[config.mk]
export PLATFORM = sky130hd
export DESIGN_NAME = cubic_bezier_y_for_x
export DESIGN_NICKNAME = d
export VERILOG_FILES = /design/src/rtl/core/cby_pkg.sv /design/src/rtl/core/cby_mul.sv /design/src/rtl/core/cby_cfg.sv /design/src/rtl/core/cubic_bezier_y_for_x.sv
export SDC_FILE = /design/constraint.sdc
export NUM_CORES = 2
export LEC_CHECK = 0
export BUFFER_PORTS_ARGS = -buffer_cell sky130_fd_sc_hd__buf_4
export CAP_MARGIN = 20
export CORE_MARGIN = 2
export CORE_UTILIZATION = 60
export CTS_CLUSTER_DIAMETER = 80
export DETAILED_ROUTE_END_ITERATION = 8
export PLACE_DENSITY = 0.77
export SLEW_MARGIN = 10
export SYNTH_ARGS = -nofsm -noshare
export SYNTH_HDL_FRONTEND = slang
export SYNTH_SLANG_ARGS = --single-unit
[constraint.sdc]
create_clock -name i_clk -period 11.1 [get_ports i_clk]
set_clock_uncertainty 0.1 [all_clocks]
set_input_delay 1.665 -clock i_clk [delete_from_list [all_inputs] [get_ports i_clk]]
set_output_delay 1.665 -clock i_clk [all_outputs]
set_load 0.02 [all_outputs]
[src/rtl/core/cby_pkg.sv]
// ----------------------------------------------------------------------------
// cby_pkg
// shared widths, types, register codes and rounding helpers for the
// bezier easing solver
// ----------------------------------------------------------------------------
package cby_pkg;

    localparam int FRAC_BITS = 16;
    localparam int MAX_ITER  = 50;
    localparam int TBITS     = FRAC_BITS + 8;
    localparam int VW        = FRAC_BITS + 1;   // value width, Q1.FRAC_BITS
    localparam int TW        = TBITS + 1;       // curve parameter width
    localparam int WW        = TBITS + 2;       // weight width, up to 3.0
    localparam int PW        = WW + TW;         // product width
    localparam int MW        = 14;              // rounded ten-thousandths
    localparam int ITW       = $clog2(MAX_ITER);
    localparam int CFG_IW    = 3;

    typedef logic [VW-1:0]     t_val;
    typedef logic [TW-1:0]     t_tv;
    typedef logic [WW-1:0]     t_wop;
    typedef logic [PW-1:0]     t_prod;
    typedef logic [MW-1:0]     t_match;
    typedef logic [ITW-1:0]    t_iter;
    typedef logic [CFG_IW-1:0] t_cfg_idx;

    localparam t_val   ONE_V       = {1'b1, {FRAC_BITS{1'b0}}};
    localparam t_tv    ONE_T       = {1'b1, {TBITS{1'b0}}};
    localparam t_match MATCH_SCALE = t_match'(10000);
    localparam t_iter  LAST_ITER   = t_iter'(MAX_ITER - 1);

    localparam t_cfg_idx CFG_CTRL1_X = t_cfg_idx'(0);
    localparam t_cfg_idx CFG_CTRL1_Y = t_cfg_idx'(1);
    localparam t_cfg_idx CFG_CTRL2_X = t_cfg_idx'(2);
    localparam t_cfg_idx CFG_CTRL2_Y = t_cfg_idx'(3);

    typedef struct packed {
        t_val c1x;
        t_val c1y;
        t_val c2x;
        t_val c2y;
    } t_ctrl_pts;

    function automatic t_val sat_val(input t_val v);
        return (v > ONE_V) ? ONE_V : v;
    endfunction

    // product of two parameter-format numbers, rounded half up
    function automatic t_tv rnd_t(input t_prod p);
        t_prod s;
        s = p + (t_prod'(1) << (TBITS - 1));
        return t_tv'(s >> TBITS);
    endfunction

    function automatic t_wop triple(input t_tv r);
        return t_wop'(r) + (t_wop'(r) << 1);
    endfunction

    // weighted sum back to a saturated value
    function automatic t_val val_of_sum(input t_prod acc);
        t_prod s;
        t_prod q;
        s = acc + (t_prod'(1) << (TBITS - 1));
        q = s >> TBITS;
        return (q > t_prod'(ONE_V)) ? ONE_V : t_val'(q);
    endfunction

    function automatic t_match rnd_match(input t_prod p);
        t_prod s;
        s = p + (t_prod'(1) << (FRAC_BITS - 1));
        return t_match'(s >> FRAC_BITS);
    endfunction

endpackage

[src/rtl/core/cby_mul.sv]
// ----------------------------------------------------------------------------
// cby_mul
// shared unsigned multiplier with a registered product
// ----------------------------------------------------------------------------
module cby_mul (
    input  logic            i_clk,
    input  cby_pkg::t_wop   i_a,
    input  cby_pkg::t_tv    i_b,
    output cby_pkg::t_prod  o_prod
);

    cby_pkg::t_prod r_prod;

    always_ff @(posedge i_clk) begin
        r_prod <= cby_pkg::t_prod'(i_a) * cby_pkg::t_prod'(i_b);
    end

    assign o_prod = r_prod;

endmodule

[src/rtl/core/cby_cfg.sv]
// ----------------------------------------------------------------------------
// cby_cfg
// control point registers, saturated to 1.0 on write
// ----------------------------------------------------------------------------
module cby_cfg (
    input  logic                i_clk,
    input  logic                i_rst_n,
    input  logic                i_cfg_valid,
    output logic                o_cfg_ready,
    input  cby_pkg::t_cfg_idx   i_cfg_index,
    input  cby_pkg::t_val       i_cfg_data,
    output cby_pkg::t_ctrl_pts  o_pts
);

    cby_pkg::t_ctrl_pts r_pts;
    cby_pkg::t_val      w_data;

    assign o_cfg_ready = 1'b1;
    assign w_data      = cby_pkg::sat_val(i_cfg_data);

    always_ff @(posedge i_clk) begin
        if (!i_rst_n) begin
            r_pts.c1x <= '0;
            r_pts.c1y <= '0;
            r_pts.c2x <= cby_pkg::ONE_V;
            r_pts.c2y <= cby_pkg::ONE_V;
        end else if (i_cfg_valid) begin
            unique case (i_cfg_index)
                cby_pkg::CFG_CTRL1_X: r_pts.c1x <= w_data;
                cby_pkg::CFG_CTRL1_Y: r_pts.c1y <= w_data;
                cby_pkg::CFG_CTRL2_X: r_pts.c2x <= w_data;
                cby_pkg::CFG_CTRL2_Y: r_pts.c2y <= w_data;
                default: ;   // unmapped index, beat dropped
            endcase
        end
    end

    assign o_pts = r_pts;

endmodule

[src/rtl/core/cubic_bezier_y_for_x.sv]
// ----------------------------------------------------------------------------
// cubic_bezier_y_for_x
// easing curve lookup: y of a cubic bezier from (0,0) to (1,1) at a given x
// ----------------------------------------------------------------------------
// usage
//   command channel: a beat is taken when i_start is high and o_busy is low;
//   i_target_x is Q1.16 and is saturated to 1.0
//   result: o_done strobes for one cycle with o_out_x (the saturated
//   target), o_out_y and o_no_root; the receiver cannot stall, so the
//   result must be captured in that cycle
//   config channel: i_cfg_valid/o_cfg_ready with i_cfg_index and
//   i_cfg_data; ready is always high, write only while o_busy is low
// timing
//   the parameter is bisected; each step evaluates x(t) with seven products
//   on one shared multiplier, then scales x by 10000 for the match test
//   an item runs 1 to 50 bisection steps and then the y pass before
//   o_done; o_busy falls in the o_done cycle and the next command may be
//   taken there
// reset
//   synchronous active low; clears the sequencer and the strobe and loads
//   the control points with (0,0) and (1,1)
// ----------------------------------------------------------------------------
module cubic_bezier_y_for_x (
    input  logic               i_clk,
    input  logic               i_rst_n,
    input  logic               i_start,
    input  cby_pkg::t_val      i_target_x,
    output logic               o_busy,
    output logic               o_done,
    output cby_pkg::t_val      o_out_x,
    output cby_pkg::t_val      o_out_y,
    output logic               o_no_root,
    input  logic               i_cfg_valid,
    output logic               o_cfg_ready,
    input  cby_pkg::t_cfg_idx  i_cfg_index,
    input  cby_pkg::t_val      i_cfg_data
);

    // sequencer: goal scaling, then per step midpoint, curve evaluation
    // (E0..E8), x scaling and compare; the y evaluation reuses E0..E8
    typedef enum logic [3:0] {
        S_IDLE,
        S_GOAL_MUL,
        S_GOAL,
        S_MID,
        S_E0,
        S_E1,
        S_E2,
        S_E3,
        S_E4,
        S_E5,
        S_E6,
        S_E7,
        S_E8,
        S_XMUL,
        S_CMP
    } t_state;

    t_state              r_state;
    logic                r_done;
    logic                r_no_root;
    logic                r_is_y;      // current evaluation is the y pass
    cby_pkg::t_val       r_target;
    cby_pkg::t_val       r_out_y;
    cby_pkg::t_val       r_val;       // x at the midpoint
    cby_pkg::t_match     r_goal;
    cby_pkg::t_iter      r_iter;
    cby_pkg::t_tv        r_lo;
    cby_pkg::t_tv        r_hi;
    cby_pkg::t_tv        r_t;
    cby_pkg::t_tv        r_u;         // 1 - t
    cby_pkg::t_tv        r_tt;
    cby_pkg::t_tv        r_uu;
    cby_pkg::t_tv        r_w3;
    cby_pkg::t_wop       r_w2;
    cby_pkg::t_wop       r_w1;
    cby_pkg::t_prod      r_acc;

    cby_pkg::t_ctrl_pts  w_pts;
    cby_pkg::t_wop       w_mul_a;
    cby_pkg::t_tv        w_mul_b;
    cby_pkg::t_prod      w_prod;
    cby_pkg::t_val       w_p1;
    cby_pkg::t_val       w_p2;
    logic [cby_pkg::TW:0] w_mid_sum;
    cby_pkg::t_tv        w_mid;
    cby_pkg::t_val       w_curve;
    logic                w_hit;
    logic                w_last;

    cby_cfg u_cfg (
        .i_clk       (i_clk),
        .i_rst_n     (i_rst_n),
        .i_cfg_valid (i_cfg_valid),
        .o_cfg_ready (o_cfg_ready),
        .i_cfg_index (i_cfg_index),
        .i_cfg_data  (i_cfg_data),
        .o_pts       (w_pts)
    );

    cby_mul u_mul (
        .i_clk  (i_clk),
        .i_a    (w_mul_a),
        .i_b    (w_mul_b),
        .o_prod (w_prod)
    );

    // inner points of the curve being evaluated
    assign w_p1 = r_is_y ? w_pts.c1y : w_pts.c1x;
    assign w_p2 = r_is_y ? w_pts.c2y : w_pts.c2x;

    assign w_mid_sum = {1'b0, r_lo} + {1'b0, r_hi};
    assign w_mid     = w_mid_sum[cby_pkg::TW:1];
    assign w_curve   = cby_pkg::val_of_sum(r_acc);
    assign w_hit     = (cby_pkg::rnd_match(w_prod) == r_goal);
    assign w_last    = (r_iter == cby_pkg::LAST_ITER);

    // multiplier operands; each multiplying state issues one product and the next
    // state takes it from the product register
    always_comb begin
        w_mul_a = '0;
        w_mul_b = '0;
        unique case (r_state)
            S_GOAL_MUL: begin
                w_mul_a = cby_pkg::t_wop'(r_target);
                w_mul_b = cby_pkg::t_tv'(cby_pkg::MATCH_SCALE);
            end
            S_E0: begin
                w_mul_a = cby_pkg::t_wop'(r_t);
                w_mul_b = r_t;
            end
            S_E1: begin
                w_mul_a = cby_pkg::t_wop'(r_u);
                w_mul_b = r_u;
            end
            S_E2: begin
                w_mul_a = cby_pkg::t_wop'(r_tt);
                w_mul_b = r_t;
            end
            S_E3: begin
                w_mul_a = cby_pkg::t_wop'(r_tt);
                w_mul_b = r_u;
            end
            S_E4: begin
                w_mul_a = cby_pkg::t_wop'(r_uu);
                w_mul_b = r_t;
            end
            S_E5: begin
                w_mul_a = r_w2;
                w_mul_b = cby_pkg::t_tv'(w_p2);
            end
            S_E6: begin
                w_mul_a = r_w1;
                w_mul_b = cby_pkg::t_tv'(w_p1);
            end
            S_XMUL: begin
                w_mul_a = cby_pkg::t_wop'(r_val);
                w_mul_b = cby_pkg::t_tv'(cby_pkg::MATCH_SCALE);
            end
            default: ;
        endcase
    end

    always_ff @(posedge i_clk) begin
        if (!i_rst_n) begin
            r_state <= S_IDLE;
            r_done  <= 1'b0;
        end else begin
            r_done <= 1'b0;
            unique case (r_state)
                S_IDLE: begin
                    if (i_start) begin
                        r_target <= cby_pkg::sat_val(i_target_x);
                        r_lo     <= '0;
                        r_hi     <= cby_pkg::ONE_T;
                        r_iter   <= '0;
                        r_is_y   <= 1'b0;
                        r_state  <= S_GOAL_MUL;
                    end
                end
                S_GOAL_MUL: r_state <= S_GOAL;
                S_GOAL: begin
                    r_goal  <= cby_pkg::rnd_match(w_prod);
                    r_state <= S_MID;
                end
                S_MID: begin
                    r_t     <= w_mid;
                    r_u     <= cby_pkg::ONE_T - w_mid;
                    r_state <= S_E0;
                end
                S_E0: r_state <= S_E1;
                S_E1: begin
                    r_tt    <= cby_pkg::rnd_t(w_prod);
                    r_state <= S_E2;
                end
                S_E2: begin
                    r_uu    <= cby_pkg::rnd_t(w_prod);
                    r_state <= S_E3;
                end
                S_E3: begin
                    r_w3    <= cby_pkg::rnd_t(w_prod);
                    r_state <= S_E4;
                end
                S_E4: begin
                    r_w2    <= cby_pkg::triple(cby_pkg::rnd_t(w_prod));
                    r_state <= S_E5;
                end
                S_E5: begin
                    r_w1    <= cby_pkg::triple(cby_pkg::rnd_t(w_prod));
                    r_state <= S_E6;
                end
                S_E6: begin
                    // w2*p2 plus the end point term w3*1.0
                    r_acc   <= w_prod + (cby_pkg::t_prod'(r_w3) << cby_pkg::FRAC_BITS);
                    r_state <= S_E7;
                end
                S_E7: begin
                    r_acc   <= r_acc + w_prod;
                    r_state <= S_E8;
                end
                S_E8: begin
                    if (r_is_y) begin
                        r_out_y <= w_curve;
                        r_done  <= 1'b1;
                        r_state <= S_IDLE;
                    end else begin
                        r_val   <= w_curve;
                        r_state <= S_XMUL;
                    end
                end
                S_XMUL: r_state <= S_CMP;
                S_CMP: begin
                    if (r_val < r_target) begin
                        r_lo <= r_t;
                    end else begin
                        r_hi <= r_t;
                    end
                    if (w_hit || w_last) begin
                        // y at the same midpoint
                        r_no_root <= !w_hit;
                        r_is_y    <= 1'b1;
                        r_state   <= S_E0;
                    end else begin
                        r_iter  <= r_iter + 1'b1;
                        r_state <= S_MID;
                    end
                end
                default: r_state <= S_IDLE;
            endcase
        end
    end

    assign o_busy    = (r_state != S_IDLE);
    assign o_done    = r_done;
    assign o_out_x   = r_target;
    assign o_out_y   = r_out_y;
    assign o_no_root = r_no_root;

endmodule

After elaboration in Yosys (flattened, before gate mapping)
Cells that the tools add are included.
{"block": "totals", "ff_bits": 475, "inputBits": 41, "out_inout_bits": 38}
{"block": "classes", "n_addsub": 9, "n_mul": 1, "n_lt_le_gt_ge": 4, "n_eq_ne": 24, "muxes": 24, "n_bitwise": 1, "n_reduce_logical": 32}
{"operator": "case mux 26 bit (8 select lines)", "n": 1}
{"operator": "case mux 25 bit (5 select lines)", "n": 1}
{"operator": "case mux 51 bit (2 select lines)", "n": 1}
{"operator": "two-way mux 25 bit", "n": 4}
{"operator": "case mux 25 bit (2 select lines)", "n": 2}
{"operator": "two-way mux 17 bit", "n": 4}
{"operator": "case mux 4 bit (15 select lines)", "n": 1}
{"operator": "adder 51 x 24 -> 51 bit (second input constant)", "n": 1}
{"operator": "adder 51 x 41 -> 51 bit", "n": 1}
{"operator": "adder 51 bit", "n": 1}
{"operator": "multiplier 26 x 25 -> 51 bit", "n": 1}
{"operator": "adder 49 x 24 -> 49 bit (second input constant)", "n": 1}
{"operator": "greater-than comparator 17 bit (second input constant)", "n": 2}
{"operator": "adder 30 x 16 -> 30 bit (second input constant)", "n": 1}
{"operator": "== test 4 bit (second input constant)", "n": 7}
{"operator": "greater-than comparator 27 x 17 -> 1 bit (second input constant)", "n": 1}
{"operator": "adder 25 x 25 -> 26 bit", "n": 1}
{"operator": "adder 25 x 26 -> 26 bit", "n": 1}
{"operator": "AND reduction 2 bit", "n": 13}
{"operator": "subtractor 25 bit (first input constant)", "n": 1}
{"operator": "less-than comparator 17 bit", "n": 1}
{"operator": "== test 4 x 3 -> 1 bit (second input constant)", "n": 4}
{"operator": "AND reduction 4 bit", "n": 4}
{"operator": "== test 14 bit", "n": 1}
{"operator": "other kinds (23)", "n": 39}

Longest topological paths before layout
{"block": "logic_depth", "word_depth": 5, "ltp_mapped": 37, "mapped_depth_nobuf": 33}

Cells and area by module
From an unflattened synthesis, not the netlist that was laid out.
{"block": "unflattened", "hier_cells": 4821, "area_unflattened_um2": 47126.4}
{"mod": "cby_mul", "n_inst": 1, "cells_each": 2504, "area_per_inst_um2": 22425.3, "seq_area_each_um2": 1021.0}
{"mod": "cubic_bezier_y_for_x", "n_inst": 1, "cells_each": 2070, "area_per_inst_um2": 22112.5, "seq_area_each_um2": 10610.2}
{"mod": "cby_cfg", "n_inst": 1, "cells_each": 247, "area_per_inst_um2": 2588.7, "seq_area_each_um2": 1361.3}

Worst setup path before layout
No wires, ideal clock.
{"block": "synth_path", "path_type": "register -> register", "startpoint": "register r_is_y", "endpoint": "register u_mul.r_prod[46], in the netlist u_mul.o_prod[46]", "arrival_ns": 9.055, "required_ns": 10.876, "path_slack_ns": 1.821, "path_stages_with_launch": 32, "path_buffers": 4, "synth_period_minus_slack_ns": 9.279, "path_cell_list": "edfxtp_1 > clkbuf_1 > clkbuf_1 > mux2i_1 > nor2_1 > a2111oi_0 > clkbuf_1 > nor2_1 > fa_1 > inv_1 > fa_1 > inv_1 > fa_1 > fa_1 > fa_1 > fa_1 > inv_1 > fa_1 > inv_1 > ha_1 > clkbuf_1 > a21o_1 > a21o_1 > a21o_1 > nor2_1 > a21o_1 > o21ai_0 > a211oi_1 > o21ai_0 > a31o_2 > a21oi_1 > xnor2_1"}
{"block": "synth_via", "elab_chain_cells": 3, "word_cells_on_any_way": 4}
{"item": "from (decl)", "line_no": "cubic_bezier_y_for_x.sv:62", "source": "logic r_is_y;"}
{"item": "from (signal assigned)", "line_no": "cubic_bezier_y_for_x.sv:177", "source": "r_is_y <= 1'b0;"}
{"item": "from (signal assigned)", "line_no": "cubic_bezier_y_for_x.sv:241", "source": "r_is_y <= 1'b1;"}
{"item": "two-way mux 17 bit, on equally long branches", "line_no": "cubic_bezier_y_for_x.sv:109, cubic_bezier_y_for_x.sv:110"}
{"item": "case mux 25 bit (5 select lines) (*)", "line_no": "cubic_bezier_y_for_x.sv:123", "source": "unique case (r_state)"}
{"item": "multiplier 26 x 25 -> 51 bit (*)", "line_no": "cby_mul.sv:15", "source": "r_prod <= cby_pkg::t_prod'(i_a) * cby_pkg::t_prod'(i_b);"}
{"item": "to (signal assigned)", "line_no": "cby_mul.sv:15"}
{"item": "to (decl)", "line_no": "cby_mul.sv:12", "source": "cby_pkg::t_prod r_prod;"}
Every way passes the cells marked *; elsewhere a longest branch is shown, timed or not.
A chain may end at the register's enable or synchronous reset.

Worst setup path in the final report
{"block": "layout_path", "startpoint": "register r_state[0]", "endpoint": "register u_mul.r_prod[44], in the netlist u_mul.o_prod[44]"}
{"block": "layout_via", "elab_chain_cells": 4, "word_cells_on_any_way": 16}
{"item": "from (decl)", "line_no": "cubic_bezier_y_for_x.sv:59", "source": "t_state r_state;"}
{"item": "from (signal assigned)", "line_no": "cubic_bezier_y_for_x.sv:166", "source": "r_state <= S_IDLE;"}
{"item": "from (signal assigned)", "line_no": "cubic_bezier_y_for_x.sv:178", "source": "r_state <= S_GOAL_MUL;"}
{"item": "from (signal assigned)", "line_no": "cubic_bezier_y_for_x.sv:181", "source": "S_GOAL_MUL: r_state <= S_GOAL;"}
{"item": "== test 4 x 3 -> 1 bit (tied with other cells)", "line_no": "cubic_bezier_y_for_x.sv:123"}
{"item": "OR reduction 2 bit (no line) / OR reduction 3 bit (equally long branches)"}
{"item": "case mux 26 bit (8 select lines) / case mux 25 bit (5 select lines) (equally long branches)", "line_no": "cubic_bezier_y_for_x.sv:123"}
{"item": "multiplier 26 x 25 -> 51 bit (*)", "line_no": "cby_mul.sv:15"}
Marks and branches as above.

==> summary.md <==
| Metric | Value |
|---|---|
| R2R Setup Slk | 880 ps |
| Routed WL per cell | 22.8 um |
| Final WL | 139000 um |
| Initial Util | 60.4% |
| Layout area overhead | 8.03% |
| Number of synthesized flops with an enable pin | 350 |
| Global-route wire length before repair | 213000 um |
| WL met1 | 50700 um |
| Data required, critical path | 11490 ps |
| Cell area power density | 97.9 mW/mm2 |
| Worst rel slew slack | 22.7% |
| Ys flop type | edfxtp_1 |
| Routed wl met2 | 63600 um |
| Synthesized instance count | 4988 |
| Critical path launch point type | register |
| Layout cells sized above 1 | 6.43% |
| Initial antenna violation count | 3 |
| Met3 WL post-DR | 14000 um |
| Synth Warn # | 0 |
| H-tree levels | 2 |
| ANT cells | 0 |
| Crit path top cell by count | fa_1 |
| Gp weighted congestion | 0.988 |
| ANT nets after route | 0 |
| Die Width | 283 um |
| Period utilization | 92.1% |
| CTS tree | yes |
| Worst path slowest cell | nand3_1 |
| Critical Path Max Stage Delay | 740 ps |
| Fmax | 97.8 MHz |
| LEAKAGE | 22.5 nW |
| Layout net count | 5950 |
| WP data arrival | 10620 ps |
| Post-synth ARST share | 0% |
| Max cap viols | 0 |
| Post-CTS Setup Bufs | 0 |
| Number of hold buffers added after cts | 0 |
| DPL Wire Length | 109000 um |
| Hold Crit Class | register to register |
| Final Non-Filler Cells | 6108 |
| Synthesized cell area | 0.0467 mm2 |
| Setup tns final | 0 ps |
| Worst-Margin Slew | 1130 ps |
| Final Slew Violations | 0 |
| DR iter-0 viols | 3772 |
| Register Area | 0.0130 mm2 |
| Latest clock arrival within the worst-skew pair | 630 ps |
| FILL cells | 6291 |
| Final Hold Vio Count | 0 |
| Grt ovf | 0 |
| DR pass1 iterations | 9 |
| Clock-pin slew on the worst setup and hold paths | 60 ps |
| DR vias/cell | 6.07 |
| DRC | 0 |
| # port buffers | 77 |
| DP Cell Count | 6011 |
| Minimum clock period | 10220 ps |
| Area of the multi-input gates | 0.0302 mm2 |
| Vias in the first global route | 37300 |
| RSZ-0062 raised after global routing | no |
| Kind of cell adding the most delay to the critical path | adder cells |
| Highest routed metal layer | met4 |
| Crit-path max FO | 18 |
| Sequential share of the synthesized area | 27.9% |
| CP Class | register to register |
| Clock sink count | 474 |
| Status | finished clean |
| Maximum clock path buffer count | 3 |
| Final Setup Violations | 0 |
| Overall Global Routing Usage | 35.5% |
| Crit end category | register |
| Core area | 0.0772 mm2 |
| Die footprint | 0.0800 mm2 |
| IO Pins | 79 |
| Vias | 37100 |
| Num rows | 102 |
| CTS Buf Count | 51 |
| Largest net degree at the start of global routing | 77 |
| Post-CTS sizing | 0 |
| Mapped Avg Cell Area | 9.35 um2 |
| Unique masters post-synth | 88 |
| Synth Register Bits | 474 |
| Die height | 283 um |
| Worst path buffer plus inverter count | 6 |
| Root Driver | clkbuf_16 |
| Worst VDD drop | 0.000123 V |
logic make-up after synthesis:
kind of cell    Yosys count  share of synthesized area (%)
fa+ha+maj               884                           32.6
xor+xnor                259                           4.88
compound gates          783                           11.1
buf+inv                 961                           7.76
other cells               2                         0.0161
mux                      34                          0.732
flops                   474                           27.9
simple gates           1591                           15.1
Yosys cell counts, drive strengths merged, types with 98 or more instances:
cell type / number / area (um2)
o21ai: 112 / 572
fa: 553 / 11100
xor2: 98 / 858
nor2: 385 / 1450
dfxtp: 124 / 2480
nand2: 745 / 2800
xnor2: 161 / 1420
clkbuf: 182 / 683
a21oi: 270 / 1370
a21o: 104 / 781
edfxtp: 350 / 10500
ha: 331 / 4140
inv: 762 / 2860
state kept, by name, indices dropped and copies added, names as in the netlist, 26 cells and up:
| signal | cells |
|---|---|
| u_mul.o_prod | 51 |
| u_cfg.o_pts | 68 |
| r_acc | 51 |
| r_w1 | 26 |
| r_w2 | 26 |
worst min-delay path, cell delays in order, from the launching register on:
cell	delay [ps]
dfxtp_1	310
nand2_1	50
a21oi_1	50
stage by stage:
step / hold WS [ps] / utilization [%] / power, mW / instance area [um2] / setup slack [ps]
floorplan: 336 / - / 2.84 / 46700 / 1820
global placement: 341 / 63.0 / 3.18 / 48700 / 1400
detailed placement: 346 / 63.0 / 3.21 / 48700 / 1200
CTS: 354 / 65.3 / 4.93 / 50400 / 1210
global route: 366 / 65.3 / 5.12 / 50400 / 535
finish: 353 / 65.3 / 4.94 / 50400 / 878
layer usage:
| layer | up-vias | GRT usage, % |
|---|---|---|
| li1 | 16400 | - |
| met2 | 1992 | 56.3 |
| met5 | - | 0 |
| met4 | 0 | 24.4 |
| met3 | 545 | 7.27 |
| met1 | 18100 | 43.8 |
report_power, final:
part / total, mW / switching [mW] / internal (mW) / leakage, nW
Sequential: 2.05 / 0.0720 / 1.98 / 4.23
Combinational: 1.15 / 0.734 / 0.416 / 17.4
Clock: 1.73 / 0.739 / 0.993 / 0.845
cell usage in the layout, fill, tap and decap left out, types with 12 or more instances in the layout:
cell,synthesis,final
nand3_1,82,81
or3_1,12,12
nor2b_1,57,57
fa_1,553,553
xor2_1,98,96
and2_1,51,51
nor3_1,57,52
o211ai_1,12,12
nand4_1,33,33
o22ai_1,13,13
o21ai_0,100,100
dfxtp_1,124,124
and3_1,76,75
a31oi_1,26,26
edfxtp_1,350,350
a21oi_1,265,265
and4_1,14,14
nor2_1,385,380
a22oi_1,58,58
ha_1,331,331
inv_1,762,761
o21a_1,20,19
mux2i_1,33,33
a211oi_1,15,14
nor4_1,18,17
nand2_1,745,745
a21o_1,104,104
xnor2_1,160,160
o21bai_1,26,26
clkbuf_16,0,51
nand2b_1,32,32
buf_4,1,175
path summary, 6_finish.rpt:
path                        start               end  depth (start not counted)
setup / recovery       r_state[0]  u_mul.o_prod[44]                         32
setup reg to reg       r_state[0]  u_mul.o_prod[44]                         32
hold / removal    u_cfg.o_pts[53]   u_cfg.o_pts[53]                          2
hold reg to reg   u_cfg.o_pts[53]   u_cfg.o_pts[53]                          2
area by class of cell:
type / instances / area share, %
multi-input cells: 3560 / 59.9
flip-flops and latches: 474 / 25.8
inverters: 762 / 5.68
clock buffers: 71 / 2.88
repair buffers: 176 / 2.65
well taps: 1040 / 2.58
clock inverters: 25 / 0.516
No activity file was read; power rests on OpenSTA's default activity.
